**src/hw/rtl/pmj_pkg.sv**
```systemverilog
// ----------------------------------------------------------------------------
// pmj_pkg
// Shared constants, codes and types of the meet/join finder.
// ----------------------------------------------------------------------------
package pmj_pkg;

    localparam int MAX_ELEMENTS = 16;
    localparam int IDX_W        = $clog2(MAX_ELEMENTS);
    localparam int CNT_W        = $clog2(MAX_ELEMENTS + 1);
    localparam int ROW_W        = MAX_ELEMENTS;

    localparam logic [1:0] FUNC_LOAD = 2'd0;
    localparam logic [1:0] FUNC_MEET = 2'd1;
    localparam logic [1:0] FUNC_JOIN = 2'd2;

    localparam logic [1:0] STAT_FOUND = 2'd0;
    localparam logic [1:0] STAT_NONE  = 2'd1;
    localparam logic [1:0] STAT_RANGE = 2'd2;

    typedef logic [IDX_W-1:0] idx_t;
    typedef logic [CNT_W-1:0] cnt_t;
    typedef logic [ROW_W-1:0] row_t;

    typedef struct packed {
        logic en;
        idx_t row;
        row_t bits;
    } mem_wr_t;

    typedef struct packed {
        idx_t addr_a;
        idx_t addr_b;
    } mem_rd_t;

endpackage

```
**src/hw/rtl/pmj_req_if.sv**
```systemverilog
// ----------------------------------------------------------------------------
// pmj_req_if
// Request channel: load or query items, valid/ready handshake.
// ----------------------------------------------------------------------------
interface pmj_req_if;
    import pmj_pkg::*;

    logic       valid;
    logic       ready;
    logic [1:0] func;
    idx_t       row_index;
    row_t       row_bits;
    idx_t       first_element;
    idx_t       second_element;

    modport source (
        output valid, func, row_index, row_bits, first_element, second_element,
        input  ready
    );

    modport sink (
        input  valid, func, row_index, row_bits, first_element, second_element,
        output ready
    );
endinterface

```
**src/hw/rtl/pmj_rsp_if.sv**
```systemverilog
// ----------------------------------------------------------------------------
// pmj_rsp_if
// Result channel: bound index and status, valid/ready handshake.
// ----------------------------------------------------------------------------
interface pmj_rsp_if;
    import pmj_pkg::*;

    logic       valid;
    logic       ready;
    idx_t       bound_index;
    logic [1:0] status;

    modport source (
        output valid, bound_index, status,
        input  ready
    );

    modport sink (
        input  valid, bound_index, status,
        output ready
    );
endinterface

```
**src/hw/rtl/pmj_order_mem.sv**
```systemverilog
// ----------------------------------------------------------------------------
// pmj_order_mem
// Less-or-equal matrix: one write port, two registered read ports, with a
// valid bit per row so that unwritten rows read as zero after reset.
// ----------------------------------------------------------------------------
module pmj_order_mem (
    input  logic             clk,
    input  logic             rst_n,
    input  pmj_pkg::mem_wr_t wr,
    input  pmj_pkg::mem_rd_t rd,
    output pmj_pkg::row_t    rd_a_data,
    output pmj_pkg::row_t    rd_b_data
);
    import pmj_pkg::*;

    row_t                    mem [MAX_ELEMENTS];
    logic [MAX_ELEMENTS-1:0] row_valid_reg;
    row_t                    rd_a_reg;
    row_t                    rd_b_reg;

    always_ff @(posedge clk or negedge rst_n)
    begin
        if (!rst_n)
        begin
            row_valid_reg <= '0;
        end
        else if (wr.en)
        begin
            row_valid_reg[wr.row] <= 1'b1;
        end
    end

    always_ff @(posedge clk)
    begin
        if (wr.en)
        begin
            mem[wr.row] <= wr.bits;
        end
        rd_a_reg <= row_valid_reg[rd.addr_a] ? mem[rd.addr_a] : '0;
        rd_b_reg <= row_valid_reg[rd.addr_b] ? mem[rd.addr_b] : '0;
    end

    assign rd_a_data = rd_a_reg;
    assign rd_b_data = rd_b_reg;

endmodule

```
**src/hw/rtl/pmj_scan_ctrl.sv**
```systemverilog
// ----------------------------------------------------------------------------
// pmj_scan_ctrl
// Query sequencer: range, equality and direct-order checks, then a scan over
// the elements in use through one shared compare unit with a candidate stack.
// ----------------------------------------------------------------------------
module pmj_scan_ctrl (
    input  logic             clk,
    input  logic             rst_n,
    pmj_req_if.sink          req,
    pmj_rsp_if.source        rsp,
    input  pmj_pkg::cnt_t    count,
    output pmj_pkg::mem_wr_t mem_wr,
    output pmj_pkg::mem_rd_t mem_rd,
    input  pmj_pkg::row_t    rd_a_data,
    input  pmj_pkg::row_t    rd_b_data
);
    import pmj_pkg::*;

    localparam logic [2:0] ST_IDLE   = 3'd0;
    localparam logic [2:0] ST_SETUP  = 3'd1;
    localparam logic [2:0] ST_CHECK  = 3'd2;
    localparam logic [2:0] ST_READ   = 3'd3;
    localparam logic [2:0] ST_EVAL   = 3'd4;
    localparam logic [2:0] ST_FINISH = 3'd5;
    localparam logic [2:0] ST_EMIT   = 3'd6;

    logic [2:0] state_reg, state_next;
    logic       is_join_reg, is_join_next;
    idx_t       x_reg, x_next;
    idx_t       y_reg, y_next;
    cnt_t       count_reg, count_next;
    row_t       row_x_reg, row_x_next;
    row_t       row_y_reg, row_y_next;
    idx_t       d_reg, d_next;
    idx_t       best_reg, best_next;
    logic       best_valid_reg, best_valid_next;
    cnt_t       depth_reg, depth_next;
    idx_t       pend_idx_reg, pend_idx_next;
    logic [1:0] pend_stat_reg, pend_stat_next;
    logic       res_valid_reg, res_valid_next;
    idx_t       res_idx_reg, res_idx_next;
    logic [1:0] res_stat_reg, res_stat_next;
    idx_t       top_reg;

    idx_t       stack_mem [MAX_ELEMENTS];
    logic       push_en;
    idx_t       push_val;

    logic       accept;
    logic       cand;
    logic       d_le_b;
    logic       b_le_d;
    logic       d_better;
    logic       b_better;
    logic       x_le_y;
    logic       y_le_x;

    assign req.ready = (state_reg == ST_IDLE);
    assign accept    = req.valid && req.ready;

    assign mem_wr.en   = accept && (req.func == FUNC_LOAD);
    assign mem_wr.row  = req.row_index;
    assign mem_wr.bits = req.row_bits;

    // Rows x and y during setup, candidate and current best during the scan
    assign mem_rd.addr_a = (state_reg == ST_SETUP) ? x_reg : d_reg;
    assign mem_rd.addr_b = (state_reg == ST_SETUP) ? y_reg : best_reg;

    assign x_le_y = rd_a_data[y_reg];
    assign y_le_x = rd_b_data[x_reg];

    // Shared compare unit: rd_a_data holds row d, rd_b_data row best
    assign cand     = is_join_reg ? (row_x_reg[d_reg] & row_y_reg[d_reg])
                                  : (rd_a_data[x_reg] & rd_a_data[y_reg]);
    assign d_le_b   = rd_a_data[best_reg];
    assign b_le_d   = rd_b_data[d_reg];
    assign d_better = is_join_reg ? (d_le_b & ~b_le_d) : (b_le_d & ~d_le_b);
    assign b_better = is_join_reg ? (b_le_d & ~d_le_b) : (d_le_b & ~b_le_d);

    always_comb
    begin
        state_next      = state_reg;
        is_join_next    = is_join_reg;
        x_next          = x_reg;
        y_next          = y_reg;
        count_next      = count_reg;
        row_x_next      = row_x_reg;
        row_y_next      = row_y_reg;
        d_next          = d_reg;
        best_next       = best_reg;
        best_valid_next = best_valid_reg;
        depth_next      = depth_reg;
        pend_idx_next   = pend_idx_reg;
        pend_stat_next  = pend_stat_reg;
        res_valid_next  = res_valid_reg && !rsp.ready;
        res_idx_next    = res_idx_reg;
        res_stat_next   = res_stat_reg;
        push_en         = 1'b0;
        push_val        = d_reg;

        unique case (state_reg)
            ST_IDLE:
            begin
                if (accept && (req.func == FUNC_MEET || req.func == FUNC_JOIN))
                begin
                    is_join_next = (req.func == FUNC_JOIN);
                    x_next       = req.first_element;
                    y_next       = req.second_element;
                    count_next   = count;
                    if ({1'b0, req.first_element} >= count
                        || {1'b0, req.second_element} >= count)
                    begin
                        pend_idx_next  = '0;
                        pend_stat_next = STAT_RANGE;
                        state_next     = ST_EMIT;
                    end
                    else if (req.first_element == req.second_element)
                    begin
                        pend_idx_next  = req.first_element;
                        pend_stat_next = STAT_FOUND;
                        state_next     = ST_EMIT;
                    end
                    else
                    begin
                        state_next = ST_SETUP;
                    end
                end
            end
            ST_SETUP:
            begin
                state_next = ST_CHECK;
            end
            ST_CHECK:
            begin
                row_x_next = rd_a_data;
                row_y_next = rd_b_data;
                if (x_le_y && !y_le_x)
                begin
                    pend_idx_next  = is_join_reg ? y_reg : x_reg;
                    pend_stat_next = STAT_FOUND;
                    state_next     = ST_EMIT;
                end
                else if (y_le_x && !x_le_y)
                begin
                    pend_idx_next  = is_join_reg ? x_reg : y_reg;
                    pend_stat_next = STAT_FOUND;
                    state_next     = ST_EMIT;
                end
                else
                begin
                    d_next          = '0;
                    depth_next      = '0;
                    best_next       = '0;
                    best_valid_next = 1'b0;
                    state_next      = ST_READ;
                end
            end
            ST_READ:
            begin
                state_next = ST_EVAL;
            end
            ST_EVAL:
            begin
                if (cand)
                begin
                    priority if (!best_valid_reg)
                    begin
                        best_next       = d_reg;
                        best_valid_next = 1'b1;
                    end
                    else if (b_better)
                    begin
                        push_en  = 1'b1;
                        push_val = d_reg;
                    end
                    else if (d_better)
                    begin
                        push_en   = 1'b1;
                        push_val  = best_reg;
                        best_next = d_reg;
                    end
                    else if (depth_reg == '0)
                    begin
                        best_next       = '0;
                        best_valid_next = 1'b0;
                    end
                    else
                    begin
                        // Drop both, fall back to the popped candidate
                        depth_next = depth_reg - 1'b1;
                        best_next  = top_reg;
                    end
                end
                if (push_en && depth_reg < CNT_W'(MAX_ELEMENTS))
                begin
                    depth_next = depth_reg + 1'b1;
                end
                if ({1'b0, d_reg} == count_reg - 1'b1)
                begin
                    state_next = ST_FINISH;
                end
                else
                begin
                    d_next     = d_reg + 1'b1;
                    state_next = ST_READ;
                end
            end
            ST_FINISH:
            begin
                pend_idx_next  = best_valid_reg ? best_reg : '0;
                pend_stat_next = best_valid_reg ? STAT_FOUND : STAT_NONE;
                state_next     = ST_EMIT;
            end
            ST_EMIT:
            begin
                // Hold until the output register is free
                if (!res_valid_reg || rsp.ready)
                begin
                    res_valid_next = 1'b1;
                    res_idx_next   = pend_idx_reg;
                    res_stat_next  = pend_stat_reg;
                    state_next     = ST_IDLE;
                end
            end
            default:
            begin
                state_next = ST_IDLE;
            end
        endcase
    end

    always_ff @(posedge clk or negedge rst_n)
    begin
        if (!rst_n)
        begin
            state_reg      <= ST_IDLE;
            best_valid_reg <= 1'b0;
            depth_reg      <= '0;
            res_valid_reg  <= 1'b0;
        end
        else
        begin
            state_reg      <= state_next;
            best_valid_reg <= best_valid_next;
            depth_reg      <= depth_next;
            res_valid_reg  <= res_valid_next;
        end
    end

    always_ff @(posedge clk)
    begin
        is_join_reg   <= is_join_next;
        x_reg         <= x_next;
        y_reg         <= y_next;
        count_reg     <= count_next;
        row_x_reg     <= row_x_next;
        row_y_reg     <= row_y_next;
        d_reg         <= d_next;
        best_reg      <= best_next;
        pend_idx_reg  <= pend_idx_next;
        pend_stat_reg <= pend_stat_next;
        res_idx_reg   <= res_idx_next;
        res_stat_reg  <= res_stat_next;
    end

    // Candidate stack; the top is fetched while the rows are being read
    always_ff @(posedge clk)
    begin
        if (push_en && depth_reg < CNT_W'(MAX_ELEMENTS))
        begin
            stack_mem[depth_reg[IDX_W-1:0]] <= push_val;
        end
        top_reg <= stack_mem[depth_reg[IDX_W-1:0] - IDX_W'(1)];
    end

    assign rsp.valid       = res_valid_reg;
    assign rsp.bound_index = res_idx_reg;
    assign rsp.status      = res_stat_reg;

    a_depth_bound: assert property (@(posedge clk) disable iff (!rst_n)
        depth_reg <= CNT_W'(MAX_ELEMENTS))
        else $error("candidate stack depth beyond capacity");

    a_scan_in_range: assert property (@(posedge clk) disable iff (!rst_n)
        (state_reg == ST_EVAL) |-> ({1'b0, d_reg} < count_reg))
        else $error("scan index beyond element count");

    a_check_after_setup: assert property (@(posedge clk) disable iff (!rst_n)
        (state_reg == ST_CHECK) |-> ($past(state_reg) == ST_SETUP))
        else $error("row check without row fetch");

    a_no_bound_zero: assert property (@(posedge clk) disable iff (!rst_n)
        (rsp.valid && rsp.status != STAT_FOUND) |-> (rsp.bound_index == '0))
        else $error("nonzero bound index with failing status");

endmodule

```
**src/hw/rtl/poset_meet_join_finder.sv**
```systemverilog
// ----------------------------------------------------------------------------
// poset_meet_join_finder
// Meet and join finder over a partial order held as a less-or-equal matrix.
// ----------------------------------------------------------------------------
// A load request writes one matrix row in the cycle it is accepted. A query
// answers from the operands alone when one is out of range or both are equal,
// from the row check when one operand lies below the other, and otherwise
// after a scan over the N elements in use: each element passes a read state
// for the registered read of its row and the current best row from the
// matrix memory, and an evaluate state for the shared compare unit and the
// candidate stack. No new request is taken while a query is in progress, but
// a result waiting in the output register does not hold off the next request.
module poset_meet_join_finder (
    input  logic                       clk,
    input  logic                       rst_n,
    input  logic                       cfg_we,
    input  logic [pmj_pkg::CNT_W-1:0]  cfg_wdata,
    pmj_req_if.sink                    req,
    pmj_rsp_if.source                  rsp
);
    import pmj_pkg::*;

    cnt_t    element_count_reg;
    cnt_t    count_eff;
    mem_wr_t mem_wr;
    mem_rd_t mem_rd;
    row_t    rd_a_data;
    row_t    rd_b_data;

    always_ff @(posedge clk or negedge rst_n)
    begin
        if (!rst_n)
        begin
            element_count_reg <= CNT_W'(MAX_ELEMENTS);
        end
        else if (cfg_we)
        begin
            element_count_reg <= cfg_wdata;
        end
    end

    // Clamp to capacity
    assign count_eff = (element_count_reg > CNT_W'(MAX_ELEMENTS))
                     ? CNT_W'(MAX_ELEMENTS) : element_count_reg;

    pmj_order_mem u_order_mem (
        .clk       (clk),
        .rst_n     (rst_n),
        .wr        (mem_wr),
        .rd        (mem_rd),
        .rd_a_data (rd_a_data),
        .rd_b_data (rd_b_data)
    );

    pmj_scan_ctrl u_scan_ctrl (
        .clk       (clk),
        .rst_n     (rst_n),
        .req       (req),
        .rsp       (rsp),
        .count     (count_eff),
        .mem_wr    (mem_wr),
        .mem_rd    (mem_rd),
        .rd_a_data (rd_a_data),
        .rd_b_data (rd_b_data)
    );

endmodule

```
**src/flat_wrapper.sv**
```systemverilog
// flat-port wrapper written by rule: the top's interface ports become plain ports
module poset_meet_join_finder_flat import pmj_pkg::*;
  (clk, rst_n, cfg_we, cfg_wdata, req_valid, req_func, req_row_index, req_row_bits, req_first_element, req_second_element, req_ready, rsp_valid, rsp_bound_index, rsp_status, rsp_ready);
  pmj_req_if req_i ();
  pmj_rsp_if rsp_i ();
  input  logic clk;
  input  logic rst_n;
  input  logic cfg_we;
  input  logic [pmj_pkg::CNT_W-1:0] cfg_wdata;
  input wire logic [$bits(req_i.valid)-1:0] req_valid;
  input wire logic [$bits(req_i.func)-1:0] req_func;
  input wire logic [$bits(req_i.row_index)-1:0] req_row_index;
  input wire logic [$bits(req_i.row_bits)-1:0] req_row_bits;
  input wire logic [$bits(req_i.first_element)-1:0] req_first_element;
  input wire logic [$bits(req_i.second_element)-1:0] req_second_element;
  output wire logic [$bits(req_i.ready)-1:0] req_ready;
  output wire logic [$bits(rsp_i.valid)-1:0] rsp_valid;
  output wire logic [$bits(rsp_i.bound_index)-1:0] rsp_bound_index;
  output wire logic [$bits(rsp_i.status)-1:0] rsp_status;
  input wire logic [$bits(rsp_i.ready)-1:0] rsp_ready;
  assign req_i.valid = req_valid;
  assign req_i.func = req_func;
  assign req_i.row_index = req_row_index;
  assign req_i.row_bits = req_row_bits;
  assign req_i.first_element = req_first_element;
  assign req_i.second_element = req_second_element;
  assign req_ready = req_i.ready;
  assign rsp_valid = rsp_i.valid;
  assign rsp_bound_index = rsp_i.bound_index;
  assign rsp_status = rsp_i.status;
  assign rsp_i.ready = rsp_ready;
  poset_meet_join_finder u_core (.clk(clk), .rst_n(rst_n), .cfg_we(cfg_we), .cfg_wdata(cfg_wdata), .req(req_i), .rsp(rsp_i));
endmodule
```
**config.mk**
```make
export PLATFORM = sky130hd
export DESIGN_NAME = poset_meet_join_finder_flat
export DESIGN_NICKNAME = d
export VERILOG_FILES = /design/src/hw/rtl/pmj_pkg.sv /design/src/hw/rtl/pmj_req_if.sv /design/src/hw/rtl/pmj_rsp_if.sv /design/src/hw/rtl/pmj_order_mem.sv /design/src/hw/rtl/pmj_scan_ctrl.sv /design/src/hw/rtl/poset_meet_join_finder.sv /design/src/flat_wrapper.sv
export SDC_FILE = /design/constraint.sdc
export NUM_CORES = 1
export LEC_CHECK = 0
export ABC_CLOCK_PERIOD_IN_PS = 5000
export BUFFER_PORTS_ARGS = -buffer_cell sky130_fd_sc_hd__buf_2
export CAP_MARGIN = 20
export CORE_MARGIN = 2
export CORE_UTILIZATION = 39
export CTS_CLUSTER_DIAMETER = 80
export DETAILED_ROUTE_END_ITERATION = 7
export PLACE_DENSITY = 0.53
export SYNTH_ARGS = -nofsm -noshare
export SYNTH_HDL_FRONTEND = slang
export SYNTH_HIERARCHICAL = 1
export SYNTH_SLANG_ARGS = --single-unit
```
**constraint.sdc**
```tcl
create_clock -name clk -period 5 [get_ports clk]
set_clock_uncertainty 0.05 [all_clocks]
set_input_delay 1 -clock clk [delete_from_list [all_inputs] [get_ports clk]]
set_output_delay 1 -clock clk [all_outputs]
set_load 0.01 [all_outputs]
```
## Yosys cells after proc, flatten, opt, wreduce, memory -nomap -nowiden

Memories as Yosys holds them, arrays and structs flattened. A register that Yosys moved wholly into a read port is not among the register bits.
Index checks and enable logic that the tools add are counted.

| storage, ports and cells | value |
|---|---|
| register bits after elaboration | 97 |
| bits in writable memories | 320 |
| input bits | 40 |
| output and inout port bits | 8 |
| word-level logic and storage cells | 193 |
| memories kept | 2 |

| operators by class | value |
|---|---|
| add/sub/neg operators | 5 |
| order comparisons | 12 |
| eq/ne operators | 24 |
| muxes and demuxes | 94 |
| bitwise gates (word level) | 7 |
| reduce and logical (&&, ||, !) cells | 31 |

Memory list:

| memory | depth | bits a word | rd ports | clocked after Yosys merged registers in | wr ports | line | text |
|---|---|---|---|---|---|---|---|
| u_core.u_order_mem.mem | 16 | 16 | 2 | 2 | 1 | pmj_order_mem.sv:16 | `row_t mem [MAX_ELEMENTS];` |
| u_core.u_scan_ctrl.stack_mem | 16 | 4 | 1 | 1 | 1 | pmj_scan_ctrl.sv:45 | `idx_t stack_mem [MAX_ELEMENTS];` |

Operator list:

| operator | count |
|---|---|
| 2-to-1 mux 4 bit | 23 |
| 2-to-1 mux 5 bit | 9 |
| binary-select mux 1 bit (select 4 bit) | 9 |
| < comparator 4 x 5 -> 1 bit, second input constant | 7 |
| 2-to-1 mux 1 bit | 33 |
| 2-to-1 mux 3 bit | 7 |
| != test 3 bit, second input constant | 7 |
| case mux 3 bit (7 select lines) | 1 |
| bitwise OR 16 bit | 1 |
| case mux 4 bit (2 select lines) | 2 |
| case mux 4 bit (3 select lines) | 1 |
| AND reduction 4 bit | 3 |
| greater-or-equal comparator 4 x 5 -> 1 bit | 2 |
| 2-to-1 mux 2 bit | 5 |
| != test 2 bit, second input constant | 5 |
| case mux 5 bit (2 select lines) | 1 |
| subtractor 5 x 1 -> 5 bit, second input constant | 2 |
| == test 3 bit, second input constant | 3 |
| logical AND 1 bit | 9 |
| AND reduction 8 bit | 1 |
| == test 3 x 2 -> 1 bit, second input constant | 2 |
| logical NOT 1 bit | 6 |
| case mux 2 bit (3 select lines) | 1 |
| AND reduction 2 bit | 3 |
| other kinds (24) | 30 |

## Logic depth before layout (Yosys ltp)

| depth | value |
|---|---|
| depth in word-level cells | 14 |
| depth in mapped cells | 15 |

## Modules after synthesis

The synthesis kept the hierarchy.

By module, submodules not included:

| module | times used | cells an instance | area an instance (um^2) | seq. area each (um^2) |
|---|---|---|---|---|
| pmj_order_mem | 1 | 635 | 13128.8 | 8728.4 |
| pmj_scan_ctrl | 1 | 516 | 7402.1 | 4234.1 |
| poset_meet_join_finder | 1 | 15 | 211.5 | 126.4 |

## Worst setup path before layout

No wires, ideal clock.

| timing | value |
|---|---|
| kind | reg2reg |
| start point | reg u_core.u_scan_ctrl.d_reg[0] |
| end point | reg u_core.u_scan_ctrl.depth_reg[4] |
| library setup time | 120 ps |
| arrival time | 3566 ps |
| setup slack | 1265 ps |
| cell stages (with the launch flop) | 13 |
| buffers on the path | 2 |
| period minus slack after synthesis | 3735 ps |
| cell sequence | edfxtp_1 > buf_4 > clkbuf_1 > o2111ai_1 > o21ai_0 > o31ai_1 > nor2_1 > or4_1 > fa_1 > a21o_1 > a21o_1 > or4b_1 > a31o_1 |

| on the way | value |
|---|---|
| cells in the longest elaborated chain, start to end | 13 |
| elaborated cells between the ends (all ways) | 27 |

Ends and longest elaborated chain:

| what | line | text |
|---|---|---|
| start, declared | pmj_scan_ctrl.sv:34 | `idx_t d_reg, d_next;` |
| start signal, assigned | pmj_scan_ctrl.sv:258 | `d_reg <= d_next;` |
| binary-select mux 1 bit (select 4 bit) | pmj_scan_ctrl.sv:76 | `assign b_le_d = rd_b_data[d_reg];` |
| 2-to-1 mux 1 bit (implied by the code) | pmj_scan_ctrl.sv:76 |  |
| inverter 1 bit | pmj_scan_ctrl.sv:77, pmj_scan_ctrl.sv:78 |  |
| AND 1 bit | pmj_scan_ctrl.sv:77, pmj_scan_ctrl.sv:78 |  |
| 2-to-1 mux 1 bit | pmj_scan_ctrl.sv:77 | `assign d_better = is_join_reg ? (d_le_b & ~b_le_d) : (b_le_d & ~d_le_b);` |
| 2-to-1 mux 1 bit | pmj_scan_ctrl.sv:176 | `else if (d_better)` |
| 2-to-1 mux 1 bit | pmj_scan_ctrl.sv:171 | `else if (b_better)` |
| 2-to-1 mux 1 bit | pmj_scan_ctrl.sv:166 | `priority if (!best_valid_reg)` |
| 2-to-1 mux 1 bit | pmj_scan_ctrl.sv:164 | `if (cand)` |
| 2-to-1 mux 1 bit | pmj_scan_ctrl.sv:101 | `unique case (state_reg)` |
| logical AND 1 bit | pmj_scan_ctrl.sv:194 | `if (push_en && depth_reg < CNT_W'(MAX_ELEMENTS))` |
| != test 3 bit (no source line) or 2-to-1 mux 5 bit (tied branches) | -- |  |
| AND reduction 8 bit (no source line) or case mux 5 bit (2 select lines) (tied branches) | -- |  |
| end signal, assigned | pmj_scan_ctrl.sv:245 | `depth_reg <= depth_next;` |
| end, declared | pmj_scan_ctrl.sv:37 | `cnt_t depth_reg, depth_next;` |

Several ways; a longest one is shown, not always the timed one. The select of a mux whose other input is x is not followed.
A chain may end at the register's enable or synchronous reset.

## Final worst setup path

Ends and elaborated chain as after synthesis.

==> results.cfg <==
[status]
status = finished, final reports clean

[critical_path]
startpoint_type = flip-flop
cp.required_ns = 5.42
critical_path_class = flip-flop to flip-flop
crit_path_end_kind = flip-flop
cp_max_fo = 18
arrival_ns = 4.75

[synthesis]
syn_area_per_cell_sq_um = 17.79
synth_top_area_cell = edfxtp_1
synth_ff_type = edfxtp_1
ys_seq_area_frac = 0.6310
ys_ff_latch = 453
yosysUniqueCellTypes = 71
syn_nets = 1230
synthCells = 1166
ys_async_sr_fraction = 0.06843
synth_edf_count = 386
yosys-top-cells-area = edfxtp_1 56%, mux4_2 19%, dfrtp_1 3.6%
netlist_area_sq_um = 20740
yosysWarnings = 6
synth_top_area_frac = 0.5588

[sta]
period_share = 0.8658
fin_crit_ns = 4.329
worst_slew_pin_slew_ns = 1.057
fmax_ghz = 0.2310
slew_headroom = 0.2921
setup_viol = 0
drv_slew = 0
tns_ns = 0
rsz0062_at_grt = no
hold_viol = 0

[finish]
top_register = u_core/u_order_mem/mem
fillers = 4588
final_cells = 1939
multi_input_area_sq_um = 7074
largest_reg_flops = 256
layout-area-overhead-vs-synth_pct = 11.94
final_layout_size_suffix_gt1_frac = 0.3253
antennaDiodeCount = 0
seqCellArea_sq_um = 13090
fin_util = 0.4418
finalNetCount = 1276

[routing]
ant_nets = 0
drt-initial-drc-count = 848
dr.pass1.iters = 5
wire_per_inst_microns = 27.25
routed_wirelength_microns = 52830
vias_per_cell = 5.855
drc_errors = 0
vias = 11350

[clocking]
hold_buffers = 0
cts.root.buffer_cell = clkbuf_16
cts.clk_slew.worst_paths_ns = 0.06
cts_sinks = 453
htreeDepth = 2
post-cts-setup-buffers = 0
clk_path_buf_depth = 3
cts_tree = done
clock_latency_ns = 0.61
cts_buffers = 48
post_cts_resized = 0

[die]
ios = 48
rows = 84
core-area_sq_um = 52550
die_width_microns = 234.6
start_util = 0.3947
die_h_microns = 234.6
fp.dieArea_sq_um = 55050

[power]
power_switching_w = 0.004261
sw_frac_of_total = 0.3352
clkPwrFrac = 0.272
p_leak_nw = 7.653
power_density_nw_per_um2 = 547.4
power_frac_comb = 0.342
internal-power_w = 0.008450
seqPwrFrac = 0.385
vdd_ir_drop_max_mv = 0.4986

[run]
cap_violations = 0

[grt]
grtUsageTotal = 0.1928
antenna_found_initial = 3
grt_pass1_wl_microns = 78590
grt_pass1_vias = 11700
gr-total-overflow = 0
grt_max_degree = 47

[place]
dp.final_hpwl_microns = 32830
dp.cells = 1850
routabilityCongestion = 0.8216
portBuffers = 47

[worst_hold_path]
hold_path.class = flip-flop to flip-flop
path summary, 6_finish.rpt:
path                                                               start                                               end  slack [ns]  depth (start not counted)
setup / recovery               u_core/u_scan_ctrl/d_reg[0]$_SDFFCE_PN0P_       u_core/u_scan_ctrl/depth_reg[4]$_DFFE_PN0P_        0.67                         11
hold / removal             u_core/u_scan_ctrl/pend_stat_reg[0]$_DFFE_PP_        u_core/u_scan_ctrl/rsp.status[0]$_DFFE_PP_        0.37                          0
setup reg to reg               u_core/u_scan_ctrl/d_reg[0]$_SDFFCE_PN0P_       u_core/u_scan_ctrl/depth_reg[4]$_DFFE_PN0P_        0.67                         11
hold reg to reg            u_core/u_scan_ctrl/pend_stat_reg[0]$_DFFE_PP_        u_core/u_scan_ctrl/rsp.status[0]$_DFFE_PP_        0.37                          0
max in group asynchronous                                          rst_n  u_core/u_order_mem/row_valid_reg[10]$_DFFE_PN0P_        3.90                          1
min in group asynchronous                                          rst_n  u_core/u_order_mem/row_valid_reg[11]$_DFFE_PN0P_        0.46                          1
final cells by class:
class	count	area share
well taps	688	0.03708
flip-flops and latches	453	0.5637
clock inverters	33	0.01207
repair buffers	83	0.02339
clock buffers	56	0.05437
multi-input cells	597	0.3047
inverters	29	0.004688
placed cells by master (no fill, tap or decap), types with 28 or more instances in the layout:
| cell | n |
|---|---|
| a21oi_1 | 32 |
| a22oi_1 | 66 |
| buf_2 | 47 |
| buf_4 | 33 |
| clkbuf_16 | 49 |
| dfrtp_1 | 30 |
| dfxtp_1 | 36 |
| edfxtp_1 | 386 |
| inv_1 | 28 |
| mux4_2 | 173 |
| nor2_1 | 33 |
cells in the mapped netlist (all sizes together), types with 15 or more instances:
master	number
edfxtp	386
xnor2	15
or2	18
ha	23
nand2	24
dfxtp	36
buf	65
a22oi	66
dfrtp	30
inv	28
nand3	15
a21oi	42
nor2	49
mux4	175
clkbuf	22
mux2	19
cells by family after synthesis:
kind of cell,count (synthesis),share of synthesized area
and+or+nand+nor,182,0.04790
xor gates and xnor gates,16,0.007118
muxes,208,0.2082
adders and majority gates,24,0.01484
buffers and inverters,116,0.03215
AOI/OAI and AO/OA,167,0.05875
DFF,453,0.6310
per-layer routing:
metal  track usage  routed length [microns]
met1        0.2645                    22850
met2        0.3195                    25890
met3       0.03301                     2983
met4       0.05044                     1096
met5             0                       11
power by group through the flow:
stage / Clock [W] / Combinational (W) / Sequential [W]
2_1_floorplan: 0 / 0.00338 / 0.00475
3_3_place_gp: 0 / 0.00437 / 0.00498
3_5_place_dp: 0 / 0.00436 / 0.00498
4_1_cts: 0.00356 / 0.00438 / 0.00490
5_1_grt: 0.00370 / 0.00468 / 0.00494
6_report: 0.00346 / 0.00435 / 0.00490
through the flow:
stage / power [W] / worst slack, ns / area (sq um) / hold WS [ns]
2_1_floorplan: 0.008135 / 1.265 / 20740 / 0.3503
3_3_place_gp: 0.009342 / 0.8135 / 21680 / 0.3570
3_5_place_dp: 0.009340 / 0.7008 / 21680 / 0.3545
4_1_cts: 0.01284 / 0.6695 / 23220 / 0.3683
5_1_grt: 0.01331 / 0.3353 / 23220 / 0.3854
6_report: 0.01271 / 0.6710 / 23220 / 0.3685
critical path, cell delays in order (launching register included):
cell and delay (ns):
edfxtp_1 0.81, inv_1 0.28, a31oi_1 0.22, a31oi_1 0.06
o31ai_1 0.39, nor2_1 0.20, or4_1 0.64, fa_1 0.45
a21o_1 0.19, a21o_1 0.19, or4b_1 0.51, a31o_1 0.23
No activity file was read; power rests on OpenSTA's default activity.
